<file path="src/rtl/cahp_pkg.sv">
// Shared types and constants for the archive header parser.
`default_nettype none

package cahp_pkg;

   localparam int PosWidth = 4;

   localparam logic [3:0] ERR_NONE        = 4'd0;
   localparam logic [3:0] ERR_VERSION     = 4'd1;
   localparam logic [3:0] ERR_SIGNATURE   = 4'd2;
   localparam logic [3:0] ERR_RECORD_FLAG = 4'd3;
   localparam logic [3:0] ERR_ZERO_LEN    = 4'd4;
   localparam logic [3:0] ERR_AMBIG_LEN   = 4'd5;
   localparam logic [3:0] ERR_FLAGS       = 4'd6;
   localparam logic [3:0] ERR_RATIO       = 4'd7;
   localparam logic [3:0] ERR_BLOCK_SIZE  = 4'd8;
   localparam logic [3:0] ERR_TRUNCATED   = 4'd9;

   localparam logic [7:0] VER_NATIVE = 8'h01;
   localparam logic [7:0] VER_PACK2  = 8'h02;
   localparam logic [7:0] VER_SPACK  = 8'h05;
   localparam logic [7:0] VER_PACK7  = 8'h07;
   localparam logic [7:0] VER_PACK9  = 8'h09;

   localparam logic [7:0] SIG_BYTE0 = 8'h89;
   localparam logic [7:0] SIG_BYTE1 = 8'h69;
   localparam logic [7:0] SIG_BYTE2 = 8'hA5;

   localparam logic [PosWidth-1:0] POS_VERSION   = 4'd0;
   localparam logic [PosWidth-1:0] POS_RECFLAG   = 4'd1;
   localparam logic [PosWidth-1:0] POS_SLEN_HI   = 4'd2;
   localparam logic [PosWidth-1:0] POS_SLEN_LO   = 4'd3;
   localparam logic [PosWidth-1:0] POS_FLAGS     = 4'd4;
   localparam logic [PosWidth-1:0] POS_RATIO     = 4'd5;
   localparam logic [PosWidth-1:0] POS_BLK_HI    = 4'd6;
   localparam logic [PosWidth-1:0] POS_BLK_LO    = 4'd7;
   localparam logic [PosWidth-1:0] POS_NAT_LEN   = 4'd4;
   localparam logic [PosWidth-1:0] POS_NAT_LAST  = 4'd5;
   localparam logic [PosWidth-1:0] POS_PACK_LAST = 4'd11;

   localparam logic [7:0] FLAG_EXTENDED = 8'h04;

   typedef struct packed {
      logic [7:0] data_byte;
      logic       end_of_input;
   } req_type;

   typedef struct packed {
      logic [3:0]  error_code;
      logic [7:0]  version_code;
      logic [31:0] record_length;
      logic        variable_records;
      logic        spack_mode;
      logic [7:0]  mode_flags;
      logic [7:0]  compression_ratio;
      logic [15:0] block_size;
   } rsp_type;

   typedef struct packed {
      logic    emit;
      rsp_type rsp;
   } step_type;

endpackage

`default_nettype wire

</file>
<file path="src/rtl/compressed_archive_header_parser_top.sv">
// Top level of the archive header parser: input register, parser, result register.
//
//   channel | ports                          | direction | moves per transaction
//   --------+--------------------------------+-----------+----------------------------
//   request | req_valid, req_stall, req_item | in        | one header byte or end mark
//   result  | rsp_valid, rsp_stall, rsp_item | out       | one parse result
//
// A transaction is taken each cycle while req_stall is low; a result for the byte that
// completes a header or hits an error passes the input and then the result register.
// Reset is synchronous and returns the parser to await a version byte.
// A stalled result holds; bytes that give no result keep flowing, one that gives a
// result waits in the input register until the result register frees.
`default_nettype none

module compressed_archive_header_parser_top
   import cahp_pkg::*;
(
   input  wire logic    clock,
   input  wire logic    reset,
   input  wire logic    req_valid,
   output logic         req_stall,
   input  wire req_type req_item,
   output logic         rsp_valid,
   input  wire logic    rsp_stall,
   output rsp_type      rsp_item
);

   logic     in_valid_ff, in_valid_in;
   req_type  in_item_ff;
   logic     rsp_valid_ff, rsp_valid_in;
   rsp_type  rsp_item_ff;
   step_type step;
   logic     advance;
   logic     accept;

   cahp_parser u_parser (
      .clock   (clock),
      .reset   (reset),
      .step_en (advance),
      .item    (in_item_ff),
      .step    (step)
   );

   assign advance   = in_valid_ff && (!rsp_valid_ff || !rsp_stall || !step.emit);
   assign req_stall = in_valid_ff && !advance;
   assign accept    = req_valid && !req_stall;

   always_comb begin
      in_valid_in = in_valid_ff;
      if (accept) begin
         in_valid_in = 1'b1;
      end else if (advance) begin
         in_valid_in = 1'b0;
      end
      rsp_valid_in = rsp_valid_ff;
      if (advance && step.emit) begin
         rsp_valid_in = 1'b1;
      end else if (!rsp_stall) begin
         rsp_valid_in = 1'b0;
      end
   end

   always_ff @(posedge clock) begin
      if (reset) begin
         in_valid_ff  <= 1'b0;
         rsp_valid_ff <= 1'b0;
      end else begin
         in_valid_ff  <= in_valid_in;
         rsp_valid_ff <= rsp_valid_in;
      end
   end

   always_ff @(posedge clock) begin
      if (accept) begin
         in_item_ff <= req_item;
      end
      if (advance && step.emit) begin
         rsp_item_ff <= step.rsp;
      end
   end

   assign rsp_valid = rsp_valid_ff;
   assign rsp_item  = rsp_item_ff;

endmodule

`default_nettype wire

</file>
<file path="src/rtl/cahp_parser.sv">
// Header parser state and per-byte step logic.
`default_nettype none

module cahp_parser
   import cahp_pkg::*;
(
   input  wire logic     clock,
   input  wire logic     reset,
   input  wire logic     step_en,
   input  wire req_type  item,
   output step_type      step
);

   logic [PosWidth-1:0] pos_ff, pos_in;
   logic [7:0]          version_ff, version_in;
   logic                sig_ff, sig_in;
   logic [15:0]         short_ff, short_in;
   logic                var_ff, var_in;
   logic [7:0]          flags_ff, flags_in;
   logic [7:0]          ratio_ff, ratio_in;
   logic [15:0]         blk_ff, blk_in;
   logic [31:0]         long_ff, long_in;

   logic [7:0]  b;
   logic [15:0] short_full;
   logic [31:0] long_full;

   assign b          = item.data_byte;
   assign short_full = {short_ff[15:8], b};
   assign long_full  = {long_ff[23:0], b};

   always_comb begin
      pos_in     = pos_ff;
      version_in = version_ff;
      sig_in     = sig_ff;
      short_in   = short_ff;
      var_in     = var_ff;
      flags_in   = flags_ff;
      ratio_in   = ratio_ff;
      blk_in     = blk_ff;
      long_in    = long_ff;
      step       = '0;
      step.rsp.version_code = version_ff;

      if (item.end_of_input) begin
         step.emit           = 1'b1;
         step.rsp.error_code = ERR_TRUNCATED;
      end else if (pos_ff == POS_VERSION) begin
         version_in = b;
         step.rsp.version_code = b;
         if (b inside {VER_NATIVE, VER_PACK2, VER_SPACK, VER_PACK7, VER_PACK9}) begin
            pos_in = POS_RECFLAG;
         end else begin
            step.emit           = 1'b1;
            step.rsp.error_code = ERR_VERSION;
         end
      end else if (version_ff == VER_NATIVE) begin
         pos_in = pos_ff + PosWidth'(1);
         case (pos_ff)
            4'd1: if (b != SIG_BYTE0) sig_in = 1'b0;
            4'd2: if (b != SIG_BYTE1) sig_in = 1'b0;
            4'd3: if (b != SIG_BYTE2) sig_in = 1'b0;
            POS_NAT_LEN: short_in = {b, 8'h00};
            default: begin
               step.emit = 1'b1;
               if (!sig_ff) begin
                  step.rsp.error_code = ERR_SIGNATURE;
               end else begin
                  step.rsp.record_length = {16'h0000, short_full};
               end
            end
         endcase
      end else begin
         pos_in = pos_ff + PosWidth'(1);
         case (pos_ff)
            POS_RECFLAG: begin
               if (b > 8'd1) begin
                  step.emit           = 1'b1;
                  step.rsp.error_code = ERR_RECORD_FLAG;
               end
               var_in = b[0];
            end
            POS_SLEN_HI: short_in = {b, 8'h00};
            POS_SLEN_LO: short_in = short_full;
            POS_FLAGS:   flags_in = b;
            POS_RATIO:   ratio_in = b;
            POS_BLK_HI:  blk_in   = {b, 8'h00};
            POS_BLK_LO:  blk_in   = {blk_ff[15:8], b};
            default: begin
               long_in = long_full;
               if (pos_ff >= POS_PACK_LAST) begin
                  step.emit = 1'b1;
                  if (short_ff == 16'h0000 && long_full == 32'h0) begin
                     step.rsp.error_code = ERR_ZERO_LEN;
                  end else if (short_ff != 16'h0000 && long_full != 32'h0 &&
                               {16'h0000, short_ff} != long_full) begin
                     step.rsp.error_code = ERR_AMBIG_LEN;
                  end else if ((flags_ff & FLAG_EXTENDED) == 8'h00 && flags_ff != 8'h00) begin
                     step.rsp.error_code = ERR_FLAGS;
                  end else if ((flags_ff & FLAG_EXTENDED) == 8'h00 && ratio_ff != 8'h00) begin
                     step.rsp.error_code = ERR_RATIO;
                  end else if ((flags_ff & FLAG_EXTENDED) == 8'h00 && blk_ff != 16'h0000) begin
                     step.rsp.error_code = ERR_BLOCK_SIZE;
                  end else begin
                     step.rsp.record_length     = (short_ff != 16'h0000) ?
                                                  {16'h0000, short_ff} : long_full;
                     step.rsp.variable_records  = var_ff;
                     step.rsp.spack_mode        = (version_ff == VER_SPACK);
                     step.rsp.mode_flags        = flags_ff;
                     step.rsp.compression_ratio = ratio_ff;
                     step.rsp.block_size        = blk_ff;
                  end
               end
            end
         endcase
      end
   end

   always_ff @(posedge clock) begin
      if (reset || (step_en && step.emit)) begin
         pos_ff     <= POS_VERSION;
         version_ff <= 8'h00;
         sig_ff     <= 1'b1;
         short_ff   <= 16'h0000;
         var_ff     <= 1'b0;
         flags_ff   <= 8'h00;
         ratio_ff   <= 8'h00;
         blk_ff     <= 16'h0000;
         long_ff    <= 32'h0;
      end else if (step_en) begin
         pos_ff     <= pos_in;
         version_ff <= version_in;
         sig_ff     <= sig_in;
         short_ff   <= short_in;
         var_ff     <= var_in;
         flags_ff   <= flags_in;
         ratio_ff   <= ratio_in;
         blk_ff     <= blk_in;
         long_ff    <= long_in;
      end
   end

endmodule

`default_nettype wire

</file>
<file path="config.mk">
export PLATFORM = sky130hd
export DESIGN_NAME = compressed_archive_header_parser_top
export DESIGN_NICKNAME = d
export VERILOG_FILES = /design/src/rtl/cahp_pkg.sv /design/src/rtl/compressed_archive_header_parser_top.sv /design/src/rtl/cahp_parser.sv
export SDC_FILE = /design/constraint.sdc
export NUM_CORES = 1
export LEC_CHECK = 0
export ABC_CLOCK_PERIOD_IN_PS = 5100
export BUFFER_PORTS_ARGS = -buffer_cell sky130_fd_sc_hd__buf_4
export CORE_MARGIN = 1.5
export CORE_UTILIZATION = 25
export DETAILED_ROUTE_END_ITERATION = 10
export PLACE_DENSITY = 0.43
export SYNTH_ARGS = -nofsm -noshare
export SYNTH_HDL_FRONTEND = slang
export SYNTH_SLANG_ARGS = --single-unit
</file>
<file path="constraint.sdc">
create_clock -name clock -period 5.1 [get_ports clock]
set_input_delay 0.765 -clock clock [delete_from_list [all_inputs] [get_ports clock]]
set_output_delay 0.765 -clock clock [all_outputs]
set_load 0.01 [all_outputs]
</file>
Yosys cells after proc, flatten, opt, wreduce, memory -nomap -nowiden. Cells that the tools add are included.

Bitwise operators: 6. Reductions and logical operators: 49. $add $sub $neg: 1. Eq/ne operators: 25. Multiplexer cells: 43. $lt $le $gt $ge: 2.

Operators by type and width (count): 2-to-1 mux 66 bit (8); 2-to-1 mux 32 bit (3); 2-to-1 mux 74 bit (1); case mux 16 bit (2 select lines) (2); 2-to-1 mux 16 bit (3); 2-to-1 mux 5 bit (7); 2-to-1 mux 34 bit (1); zero test 32 bit (1); != test 16 x 32 -> 1 bit (1); nonzero test 16 bit (2); nonzero test 32 bit (1); AND reduction 5 bit (6); 2-to-1 mux 4 bit (7); equality test 8 x 3 -> 1 bit, second input constant (3); equality test 4 x 3 -> 1 bit, second input constant (4); equality test 8 x 1 -> 1 bit, second input constant (2); zero test 16 bit (1); != test 8 bit, second input constant (2); nonzero test 8 bit (2); OR reduction 16 bit (1); AND reduction 6 bit (2); logical AND 1 bit (10); != test 2 x 1 -> 1 bit, second input constant (5); case mux 5 bit (2 select lines) (1); other kinds (28) (50).

Input bits: 13. Register bits: 175.

Depth between registers and ports, before layout. Gate-level depths: netlist of the first run.

Word-level depth: 20. Gate-level depth with buffers: 10. Gate-level depth less buffers: 8.

Cells and area by module. From an unflattened synthesis of the first run, not the netlist that was laid out.

Cell total of the unflattened synthesis: 663. Area, all modules: 7373.3 µm².

By module, submodules not included: cahp_parser (times used 1, cells each 563, sequential area each 1721.7 µm², area an instance 4668.2 µm²); compressed_archive_header_parser_top (times used 1, cells each 100, sequential area each 2652.5 µm², area an instance 2705.1 µm²).

Worst setup path before layout of the first run. OpenSTA, ideal clock, no wires.

Path type: flip-flop to flip-flop. Start point: reg u_parser.version_ff[2]. End point: reg rsp_item_ff (netlist bit rsp_item[0]) (enable). Stages on the path, launching flop included: 6. Arrival time: 4700 ps. Path slack: -115 ps. Buffers on the path: 0. Required time: 4586 ps. Cell sequence: dfxtp_1 > or4b_2 > o21ai_1 > o22a_1 > a211oi_2 > nor2_1.

Longest elaborated chain between the ends: 8.

RTL lines: start, declared (line cahp_parser.sv:15) `logic [7:0] version_ff, version_in;`; start signal, assigned (line cahp_parser.sv:132) `version_ff <= version_in;`; equality test 8 x 1 -> 1 bit * (line cahp_parser.sv:57) `end else if (version_ff == VER_NATIVE) begin`; 2-to-1 mux 5 bit * (line cahp_parser.sv:57); 2-to-1 mux 5 bit * (line cahp_parser.sv:48) `end else if (pos_ff == POS_VERSION) begin`; 2-to-1 mux 5 bit * (line cahp_parser.sv:45) `if (item.end_of_input) begin`; zero test 1 bit (line compressed_archive_header_parser_top.sv:44) `assign advance = in_valid_ff && (!rsp_valid_ff || !rsp_stall || !step.emit);`; logical OR 1 bit (line compressed_archive_header_parser_top.sv:44); logical AND 1 bit (line compressed_archive_header_parser_top.sv:44); logical AND 1 bit * (line compressed_archive_header_parser_top.sv:77) `if (advance && step.emit) begin`; end signal, assigned (line compressed_archive_header_parser_top.sv:78) `rsp_item_ff <= step.rsp;`; end, declared (line compressed_archive_header_parser_top.sv:31) `rsp_type rsp_item_ff;`.

Every way passes the cells marked *; elsewhere a longest branch is shown, timed or not. A chain may end at the register's enable or synchronous reset.

Final worst setup path of the first run.
Start point: reg in_item_ff[8] (netlist bit). End point: out req_stall.

Longest elaborated chain between the ends: 11.

RTL lines: start, declared (line compressed_archive_header_parser_top.sv:29) `req_type in_item_ff;`; start signal, assigned (line compressed_archive_header_parser_top.sv:75) `in_item_ff <= req_item;`; > comparator 8 x 1 -> 1 bit (line cahp_parser.sv:77) `if (b > 8'd1) begin`; 2-to-1 mux 5 bit (line cahp_parser.sv:77); case mux 5 bit (2 select lines) (line cahp_parser.sv:75) `case (pos_ff)`; 2-to-1 mux 5 bit (line cahp_parser.sv:57); 2-to-1 mux 5 bit * (line cahp_parser.sv:48); 2-to-1 mux 5 bit * (line cahp_parser.sv:45); zero test 1 bit * (line compressed_archive_header_parser_top.sv:44); logical OR 1 bit * (line compressed_archive_header_parser_top.sv:44); logical AND 1 bit * (line compressed_archive_header_parser_top.sv:44); zero test 1 bit * (line compressed_archive_header_parser_top.sv:45) `assign req_stall = in_valid_ff && !advance;`; logical AND 1 bit * (line compressed_archive_header_parser_top.sv:45); end, declared (line compressed_archive_header_parser_top.sv:21) `output logic req_stall,`.

Marks and branches as above.

==> impl_results.md, run 1 <==
- Avg Cell Area, Syn: approximately 11 um^2
- Global-route wire length before repair: 32,490 um
- Skew final: 18.26 ps
- Yosys reg bits: 175
- CP startpoint kind: flip-flop
- Largest net degree at the start of global routing: 47
- Post-CTS Setup Repair Bufs: 0
- DR iter-0 viols: about 460
- Worst Path Max Fanout: 15
- DRC Markers: 0
- Tmin final: 3810 ps
- CP Capture Type: output pin
- Register area share after synthesis: 58.52%
- DR pass1 iterations: 5
- Area Growth Syn to Fin: 22.77%
- Crit path cell chain: or4_4, o211a_1, o22a_1, a211oi_2, nor3b_1, buf_4
- Initial core utilization: around 25%
- Most frequent cells in the layout: buf_4 (100), dfxtp_1 (88), edfxtp_1 (87)
- Post_cts resized: 0
- Clock sinks: ~180
- Max-Cap Viols: 0
- Yosys warnings: 0
- Critical path's slowest cell: edfxtp_1
- CTS Root Cell: clkbuf_16
- CTS tree: yes
- I/O Buffers: 92
- Cell Area, Synth: ~7500 um^2
- Share of synthesized registers carrying an async set or reset: 0%
- Share of layout cells above drive strength 1: 20.05%
- FF-to-FF path depth: 8
- Number of synthesized flops with an enable pin: 87
- Worst Path Required: ~4300 ps
- IO Pins: between 90 and 100
- CP peak stage delay: roughly 700 ps
- Worst-Margin Slew: 1155 ps
- Initial antenna violation count: 0
- CTS buffer count: 17
- HP Class: reg -> reg
- WL final: between 20,000 and 25,000 um
- N_diodes: 0
- Gr ovfl total: 0
- Worst vdd ir: 0.2194 mV
- Max Buffers Root-to-Sink: 2
- Cts hold-fix bufs: 0
- Detailed Place HPWL: 13,950 um
- Die W: between 150 and 200 um
- Leak Pwr: 2.996 nW
- FP Rows: 63
- Clk_lat worst skew: 440 ps
- Distinct cells, synth: between 50 and 60
- H-Tree Level Count: 4
- Tot GR Track Use: 13.64%
- Worst setup margin: approximately 1300 ps
- Max-slew violations: 0
- Nets: 787
- Endpoints failing setup: 0
- Final hold viol count: 0
- Period utilization: 74.70%
- Commonest non-fill, non-tap cell in the layout: buf_4
- Setup TNS: 0 ps
- Unrepaired setup endpoints after global routing: false
- Max-slew headroom: a little under a quarter
- Cells after Synth: 702
- Post-route ant nets: 0
- Synthesized Nets: 719
- Setup CP Type: reg -> out
- Die Area: between 30,000 and 40,000 um^2
- Routed vias: around 5,700
- Vias in the first global route: 5,547
- WHS Path Cells: 2
- Post-Place Setup Slack: 1651 ps
- PwrDens: 334.0 nW/um^2
- Wire length per cell: between 15 and 20 um
- GP Congestion: around 0.8
- Vias per inst: 4.843
- Chip Height: 175.9 um
- Arrival @ worst endpoint: slightly above 3000 ps
- Core region area: 29,560 um^2
- Achievable Freq: ~260 MHz
- Clock Pin Slew Worst Setup and Hold Paths: approximately 80 ps
- Top_reg_cell synth: dfxtp_1
- Status: finished clean
==> metal layers <==
| layer | vias to the layer above | share of wire (%) | GRT usage [%] | wire [um] |
|---|---|---|---|---|
| met5 | - | 0 | 0 | 0 |
| met1 | 2800 | 48 | 18.65 | 10200 |
| met4 | 0 | 1.3 | 3.739 | 265 |
| met3 | 18 | 3.8 | 2.662 | 794 |
| met2 | 128 | 46 | 21.87 | 9769 |
| li1 | 2735 | - | - | - |
==> metrics by stage <==
| stage | instance area (um^2) | hold WS [ps] | std cells | utilization (%) | power [mW] |
|---|---|---|---|---|---|
| floorplan | 7477 | 444.4 | 702 | - | 1.647 |
| finish | 9176 | 473.5 | 1173 | 31.04 | 3.065 |
| CTS | 9176 | 476.6 | 1173 | 31.04 | 3.098 |
| global route | 9176 | 483.1 | 1173 | 31.04 | 3.165 |
| global placement | 8558 | 465.3 | 1141 | 28.95 | 1.741 |
| detailed placement | 8558 | 466.0 | 1141 | 28.95 | 1.741 |
==> worst max-delay path, delay by kind of cell, from the launching register on <==
kind	cells	cell delay, ps
buffers and inverters	1	180
AOI/OAI and AO/OA	3	1000
DFF	1	710
and+or+nand+nor	2	720
==> synthesized netlist by cell type, types with 2 or more instances <==
| cell | count | area share [%] |
|---|---|---|
| and2_1 | 48 | 4.0 |
| edfxtp_1 | 87 | 35 |
| a211o_1 | 2 | 0.23 |
| buf_2 | 6 | 0.40 |
| nand3b_1 | 2 | 0.20 |
| nand2b_1 | 4 | 0.33 |
| and3_1 | 3 | 0.25 |
| or2_2 | 2 | 0.17 |
| o21ai_0 | 45 | 3.0 |
| buf_1 | 4 | 0.20 |
| mux2i_1 | 16 | 2.1 |
| nor3b_1 | 2 | 0.20 |
| or4_4 | 2 | 0.30 |
| dfxtp_1 | 88 | 24 |
| mux2_2 | 8 | 1.2 |
| a21oi_1 | 69 | 4.6 |
| o21bai_1 | 3 | 0.30 |
| or4_1 | 2 | 0.20 |
| nand3_1 | 46 | 3.1 |
| or3_1 | 6 | 0.50 |
| a41oi_1 | 2 | 0.23 |
| nor4b_1 | 3 | 0.35 |
| nor2_1 | 39 | 2.0 |
| buf_6 | 2 | 0.30 |
| a22oi_1 | 8 | 0.80 |
| xnor2_1 | 16 | 1.9 |
| nor3_1 | 9 | 0.60 |
| a22o_1 | 16 | 1.9 |
| o31ai_1 | 2 | 0.20 |
| nand4_1 | 27 | 2.3 |
| inv_1 | 6 | 0.30 |
| ha_1 | 4 | 0.67 |
| clkbuf_1 | 40 | 2.0 |
| nor4_1 | 20 | 1.7 |
| nand2_1 | 30 | 1.5 |
| o21ai_1 | 5 | 0.33 |
| a31oi_1 | 4 | 0.33 |
| nor2b_1 | 3 | 0.25 |
==> where the power goes <==
| part | internal, mW | switching, mW |
|---|---|---|
| Combinational | 0.0663 | 0.0988 |
| Sequential | 1.51 | 0.0287 |
| Clock | 0.707 | 0.653 |
==> final cells by class <==
| type | instances | area, um^2 |
|---|---|---|
| inverters | 7 | 26.28 |
| fillers | 3064 | 20380 |
| flip-flops and latches | 175 | 4374 |
| multi-input cells | 468 | 2899 |
| clock buffers | 17 | 425.4 |
| clock inverters | 15 | 192.7 |
| repair buffers | 101 | 770.7 |
| well taps | 390 | 488.0 |
==> cell families after synthesis <==
logic type	after synthesis	synth area share [%]
simple gates	255	18.65
flops	175	58.52
compound gates	169	13.68
buf+inv	59	3.264
mux	24	3.348
xor+xnor	16	1.875
fa+ha+maj	4	0.6696
==> flip-flops by register name, indices dropped and copies added, names as in the netlist, 4 cells and up <==
signal	count
in_item_ff	9
u_parser.pos_ff	4
u_parser.blk_ff	16
rsp_item	78
u_parser.long_ff	24
u_parser.short_ff	16
u_parser.ratio_ff	8
u_parser.version_ff	8
u_parser.flags_ff	8
==> path summary, 6_finish.rpt <==
check / startpoint / endpoint / slack (ps)
setup / recovery: in_item_ff[8]$_DFFE_PP_ / req_stall / 1290
hold / removal: u_parser.flags_ff[4]$_SDFFE_PP0P_ / u_parser.flags_ff[4]$_SDFFE_PP0P_ / 470
setup reg to reg: u_parser.pos_ff[0]$_SDFFE_PP0P_ / u_parser.short_ff[3]$_SDFFE_PP0P_ / 1650
hold reg to reg: u_parser.flags_ff[4]$_SDFFE_PP0P_ / u_parser.flags_ff[4]$_SDFFE_PP0P_ / 470
Power figures use the tool's default switching activity.
==> run 2: changes to the inputs <==
Settings changed: ABC_CLOCK_PERIOD_IN_PS 5100 to 3250.
Clock period 5.1 ns to 3.25 ns, I/O delays scaled along.
==> run 2 against run 1 <==
Non-clock buffer count increased by 32. Via count increased by 0.79%. First-iteration DRC count shrank 1.5%. Routed wire length rose by 0.49%. Total power up 59%. Highest routed layer unchanged.
==> impl_results.md, run 2 (same netlist as run 1, synthesis figures left out) <==
- Setup TNS: 0 ps
- Leak Pwr: 3.173 nW
- Clock sinks: about 180
- Nets: 819
- Vias in the first global route: about 5,500
- Fillers: between 2,000 and 3,000
- Worst R2R Setup Slack: 470 ps
- Detailed Place HPWL: 14,630 um
- Final hold viol count: 0
- Max Buffers Root-to-Sink: 2
- IO Pins: between 90 and 100
- Tot GR Track Use: 13.73%
- Share of layout cells above drive strength 1: between 20% and 30%
- H-Tree Level Count: 4
- I/O Buffers: 92
- Fin cells: about 1,200
- HP Class: in -> reg
- CTS tree: yes
- Die W: 175.9 um
- Setup CP Type: reg -> out
- Clk_lat worst skew: 430 ps
- Max-slew headroom: 21.40%
- Die Area: 30,940 um^2
- Max-slew violations: 0
- Max reg flops: 78
- Core region area: 29,560 um^2
- Skew final: 14.27 ps
- WL final: 21,130 um
- Clock Pin Slew Worst Setup and Hold Paths: 70 ps
- CTS buffer count: 17
- Worst Path Required: 2760 ps
- Unrepaired setup endpoints after global routing: false
- Endpoints failing setup: 0
- Routed vias: 5,726
- DRC Markers: 0
- Status: finished clean
- FP Rows: 63
- Worst Path Max Fanout: 4
- Gr ovfl total: 0
- Vias per inst: 4.752
- Placed Instances: 1,173
- Worst vdd ir: 0.4030 mV
- Wire length per cell: 17.54 um
- Largest net degree at the start of global routing: 76
- CP Capture Type: output pin
- Period utilization: between 90% and 100%
- Worst-Margin Slew: 1173 ps
- Arrival @ worst endpoint: 2640 ps
- Post-route ant nets: 0
- Initial core utilization: ~25%
- CP startpoint kind: flip-flop
- Final cell utilization of the core: 31.94%
- Chip Height: 175.9 um
- CTS Root Cell: clkbuf_16
- Most frequent cells in the layout: buf_4 (130), dfxtp_1 (88), edfxtp_1 (87)
- PwrDens: 515.1 nW/um^2
- Commonest non-fill, non-tap cell in the layout: buf_4
- Global-route wire length before repair: approximately 33,000 um
- GP Congestion: between 0.8 and 0.9
- Area Growth Syn to Fin: 26.30%
- DR pass1 iterations: 4
- Achievable Freq: 319.3 MHz
- Max-Cap Viols: 0
- DR iter-0 viols: 449
- N_diodes: 0
- Initial antenna violation count: 0
- Tmin final: 3132 ps
[run 2: final cells by class]
class                      count  area [um^2]  share of cell area [%]
clock buffer                  19        442.9                   4.692
timing repair buffer         133         1036                   10.97
sequential                   175         4374                   46.34
inverter                       7        26.28                  0.2783
tap                          390        488.0                   5.169
clock inverter                13        175.2                   1.856
multi-input combinational    468         2898                   30.70
[run 2: worst paths after layout]
| kind | startpoint | to | cells after the start |
|---|---|---|---|
| setup reg to reg | in_item_ff[5]$_DFFE_PP_ | rsp_item[36]$_SDFFCE_PP0P_ | 7 |
| hold / removal | reset | rsp_valid$_SDFFE_PP0P_ | 2 |
| hold reg to reg | u_parser.flags_ff[7]$_SDFFE_PP0P_ | u_parser.flags_ff[7]$_SDFFE_PP0P_ | 2 |
| setup / recovery | in_item_ff[5]$_DFFE_PP_ | req_stall | 7 |
[run 2: what timing repair did]
action	CTS	global route
setup buffers	0	0
setup endpoints to repair	0	9
hold endpoints to repair	0	0
gates resized for setup	0	3
hold buffers	0	0
[run 2: power breakdown]
group          switching [mW]  internal [mW]  leakage [nW]  total (mW)
clock network           0.911           1.25         0.301        2.16
registers              0.0272           2.37          1.49        2.40
logic                   0.179          0.122          1.38       0.302
total                    1.12           3.75          3.17        4.86
[run 2: stage by stage]
stage	power, mW	hold slack, ps	area (um^2)	worst slack (ps)
3_5_place_dp	2.760	462.6	8808	186.4
4_1_cts	4.926	210.6	9427	65.90
3_3_place_gp	2.761	460.9	8808	130.6
6_report	4.863	228.8	9440	118.2
5_1_grt	5.041	216.0	9440	8.546
2_1_floorplan	2.584	444.4	7482	217.0
[run 2: worst max-delay path: stages (launching register included)]
cell	delay [ps]
edfxtp_1	390
or4_4	550
o211a_1	310
o22a_1	250
a211oi_2	330
buf_4	200
nor3b_2	60
buf_4	140
[run 2: per-layer routing]
layer  global-route usage (%)  routed length, um  vias to the layer above
li1                         -                  -                     2805
met1                    19.49              10350                     2749
met2                    21.15               9581                      149
met3                    2.597                916                       23
met4                    3.917                287                        0
met5                        0                  0                        -
==> run 3: changes to the inputs <==
Settings changed: ABC_CLOCK_PERIOD_IN_PS 3250 to 2600, CTS_CLUSTER_SIZE from default to 30.
Clock period 3.25 ns to 2.6 ns, I/O delays scaled along.
==> run 3 against run 2 <==
The flow now finishes with violations (setup timing). Largest cell class unchanged. Utilization grew 1.2 points. Largest power group unchanged. Global-route usage rose by 0.35 points. Design area grew 3.8%. Critical path depth did not move. Register-to-register slack got worse by 420 ps.
==> impl_results.md, run 3 (same netlist as run 1, synthesis figures left out) <==
- Status: finished, violations left
- Failing checks: setup timing
- Detailed Place HPWL: 14,460 um
- Most frequent cells in the layout: buf_4 (142), edfxtp_1 (87), dfxtp_1 (87)
- Critical Path Stages: 7
- IO Pins: 93
- Worst setup margin: -148.8 ps
- I/O Buffers: 92
- Critical path's top delay family: compound AO/OA/AOI/OAI gates
- Leak Pwr: ~3.3 nW
- Nets: between 800 and 900
- Endpoints failing setup: 1
- Clock sinks: 175
- CP Capture Type: output pin
- CP peak stage delay: ~560 ps
- Largest net degree at the start of global routing: approximately 40
- GP Congestion: 0.8256
- Final hold viol count: 0
- Global-route wire length before repair: 33,260 um
- Fin Hold WS: between 100 and 150 ps
- Fillers: 3,059
- CP startpoint: in_item_ff[8]$_DFFE_PP_
- CP dominant cell by count: buf_4
- N_diodes: 0
- Worst R2R Setup Slack: around 50 ps
- Arrival @ worst endpoint: 2360 ps
- Worst r2r src: in_item_ff[8]$_DFFE_PP_
- Cts hold-fix bufs: 0
- FF-to-FF path depth: 7
- Placed Instances: 1,191
- Unrepaired setup endpoints after global routing: true
- Worst Path Required: 2210 ps
- Worst-Margin Slew: 542.2 ps
- Crit path cell chain: or4_4, o211a_1, o22a_1, a211oi_2, buf_4, nor3b_4, buf_4
- Die W: 175.9 um
- Share of layout cells above drive strength 1: 26.97%
- Achievable Freq: 363.8 MHz
- FP Rows: 63
- Critical path's slowest cell: or4_4
- Worst vdd ir: between 0.3 and 0.4 mV
- Worst reg2reg path endpoint: rsp_item[41]$_SDFFCE_PP0P_
- Fin cells: 1,228
- Max Buffers Root-to-Sink: 2
- Worst Path Max Fanout: 3
- Core region area: 29,560 um^2
- Vias in the first global route: 5,728
- HP Class: in -> reg
- Clock Pin Slew Worst Setup and Hold Paths: about 80 ps
- Max reg flops: 78
- DRC Markers: 0
- Commonest non-fill, non-tap cell in the layout: buf_4
- Gr ovfl total: 0
- Post-route ant nets: 0
- Max-slew violations: 0
- Period utilization: 105.7%
- Tot GR Track Use: 14.08%
- Initial antenna violation count: 0
- CTS Root Cell: clkbuf_16
- Clk_lat worst skew: between 400 and 500 ps
- Final cell utilization of the core: 33.14%
- Placed cell areas: 9045 um^2
- H-Tree Level Count: 4
- Die Area: between 30,000 and 40,000 um^2
- Critical path destination: req_stall
- Tmin final: about 2700 ps
- CTS tree: yes
- DR iter-0 viols: 384
- Max-Cap Viols: 0
- Chip Height: 175.9 um
- Area Growth Syn to Fin: 31.07%
- Skew final: 16.98 ps
- Setup TNS: -148.8 ps
- Vias per inst: 4.715
- WL final: 21,480 um
- Post-Place Setup Slack: -11.24 ps
- DR pass1 iterations: 4
- Final Cell Area: 9797 um^2
- CTS buffer count: 17
- PwrDens: 613.9 nW/um^2
- Initial core utilization: 25.29%
- Setup CP Type: reg -> out
- Max-slew headroom: 63.85%
- Total power after layout: 6.014 mW
- CP startpoint kind: flip-flop
- Routed vias: 5,790
- WP buf/inv: 2
- Wire length per cell: 17.49 um
## run 3: changes by cell type in the layout (fill, tap and decap cells not counted), sizes merged
| cell | previous run | this run |
|---|---|---|
| buf | 133 | 155 |
| bufinv | 3 | 0 |
| clkbuf | 19 | 18 |
| inv | 12 | 15 |
| clkinv | 4 | 6 |
## run 3: report_power, final
| group | total [mW] | switching, mW | internal (mW) |
|---|---|---|---|
| combinational | 0.414 | 0.236 | 0.178 |
| sequential | 3.00 | 0.0335 | 2.96 |
| clock | 2.60 | 1.29 | 1.32 |
## run 3: timing repair
action / CTS / global route
setup endpoints to repair: 14 / 83
gates resized for setup: 3 / 18
cloned: 0 / 1
buffers inserted: 3 / 1
pin swaps: 6 / 7
hold endpoints to repair: 0 / 0
## run 3: cell type report
| type | instances | area [um^2] | share of cell area [%] |
|---|---|---|---|
| Clock inverter | 15 | 182.7 | 1.865 |
| Tap cell | 390 | 488.0 | 4.981 |
| Inverter | 7 | 26.28 | 0.2682 |
| Clock buffer | 17 | 425.4 | 4.342 |
| Sequential cell | 175 | 4375 | 44.66 |
| Timing Repair Buffer | 156 | 1316 | 13.44 |
| Multi-Input combinational cell | 468 | 2983 | 30.45 |
## run 3: how the worst min path moves through the flow
stage,startpoint,endpoint,depth (start not counted)
CTS,reset,rsp_valid$_SDFFE_PP0P_,2
detailed placement,u_parser.ratio_ff[7]$_SDFFE_PP0P_,u_parser.ratio_ff[7]$_SDFFE_PP0P_,2
finish,reset,rsp_valid$_SDFFE_PP0P_,2
global placement,u_parser.ratio_ff[7]$_SDFFE_PP0P_,u_parser.ratio_ff[7]$_SDFFE_PP0P_,2
floorplan,u_parser.flags_ff[1]$_SDFFE_PP0P_,u_parser.flags_ff[1]$_SDFFE_PP0P_,2
global route,reset,rsp_valid$_SDFFE_PP0P_,2
## run 3: per-layer routing
metal	wire length [um]	GRT usage (%)
met3	799	2.554
met2	10060	22.27
met5	0	0
met1	10450	19.70
met4	170	3.704
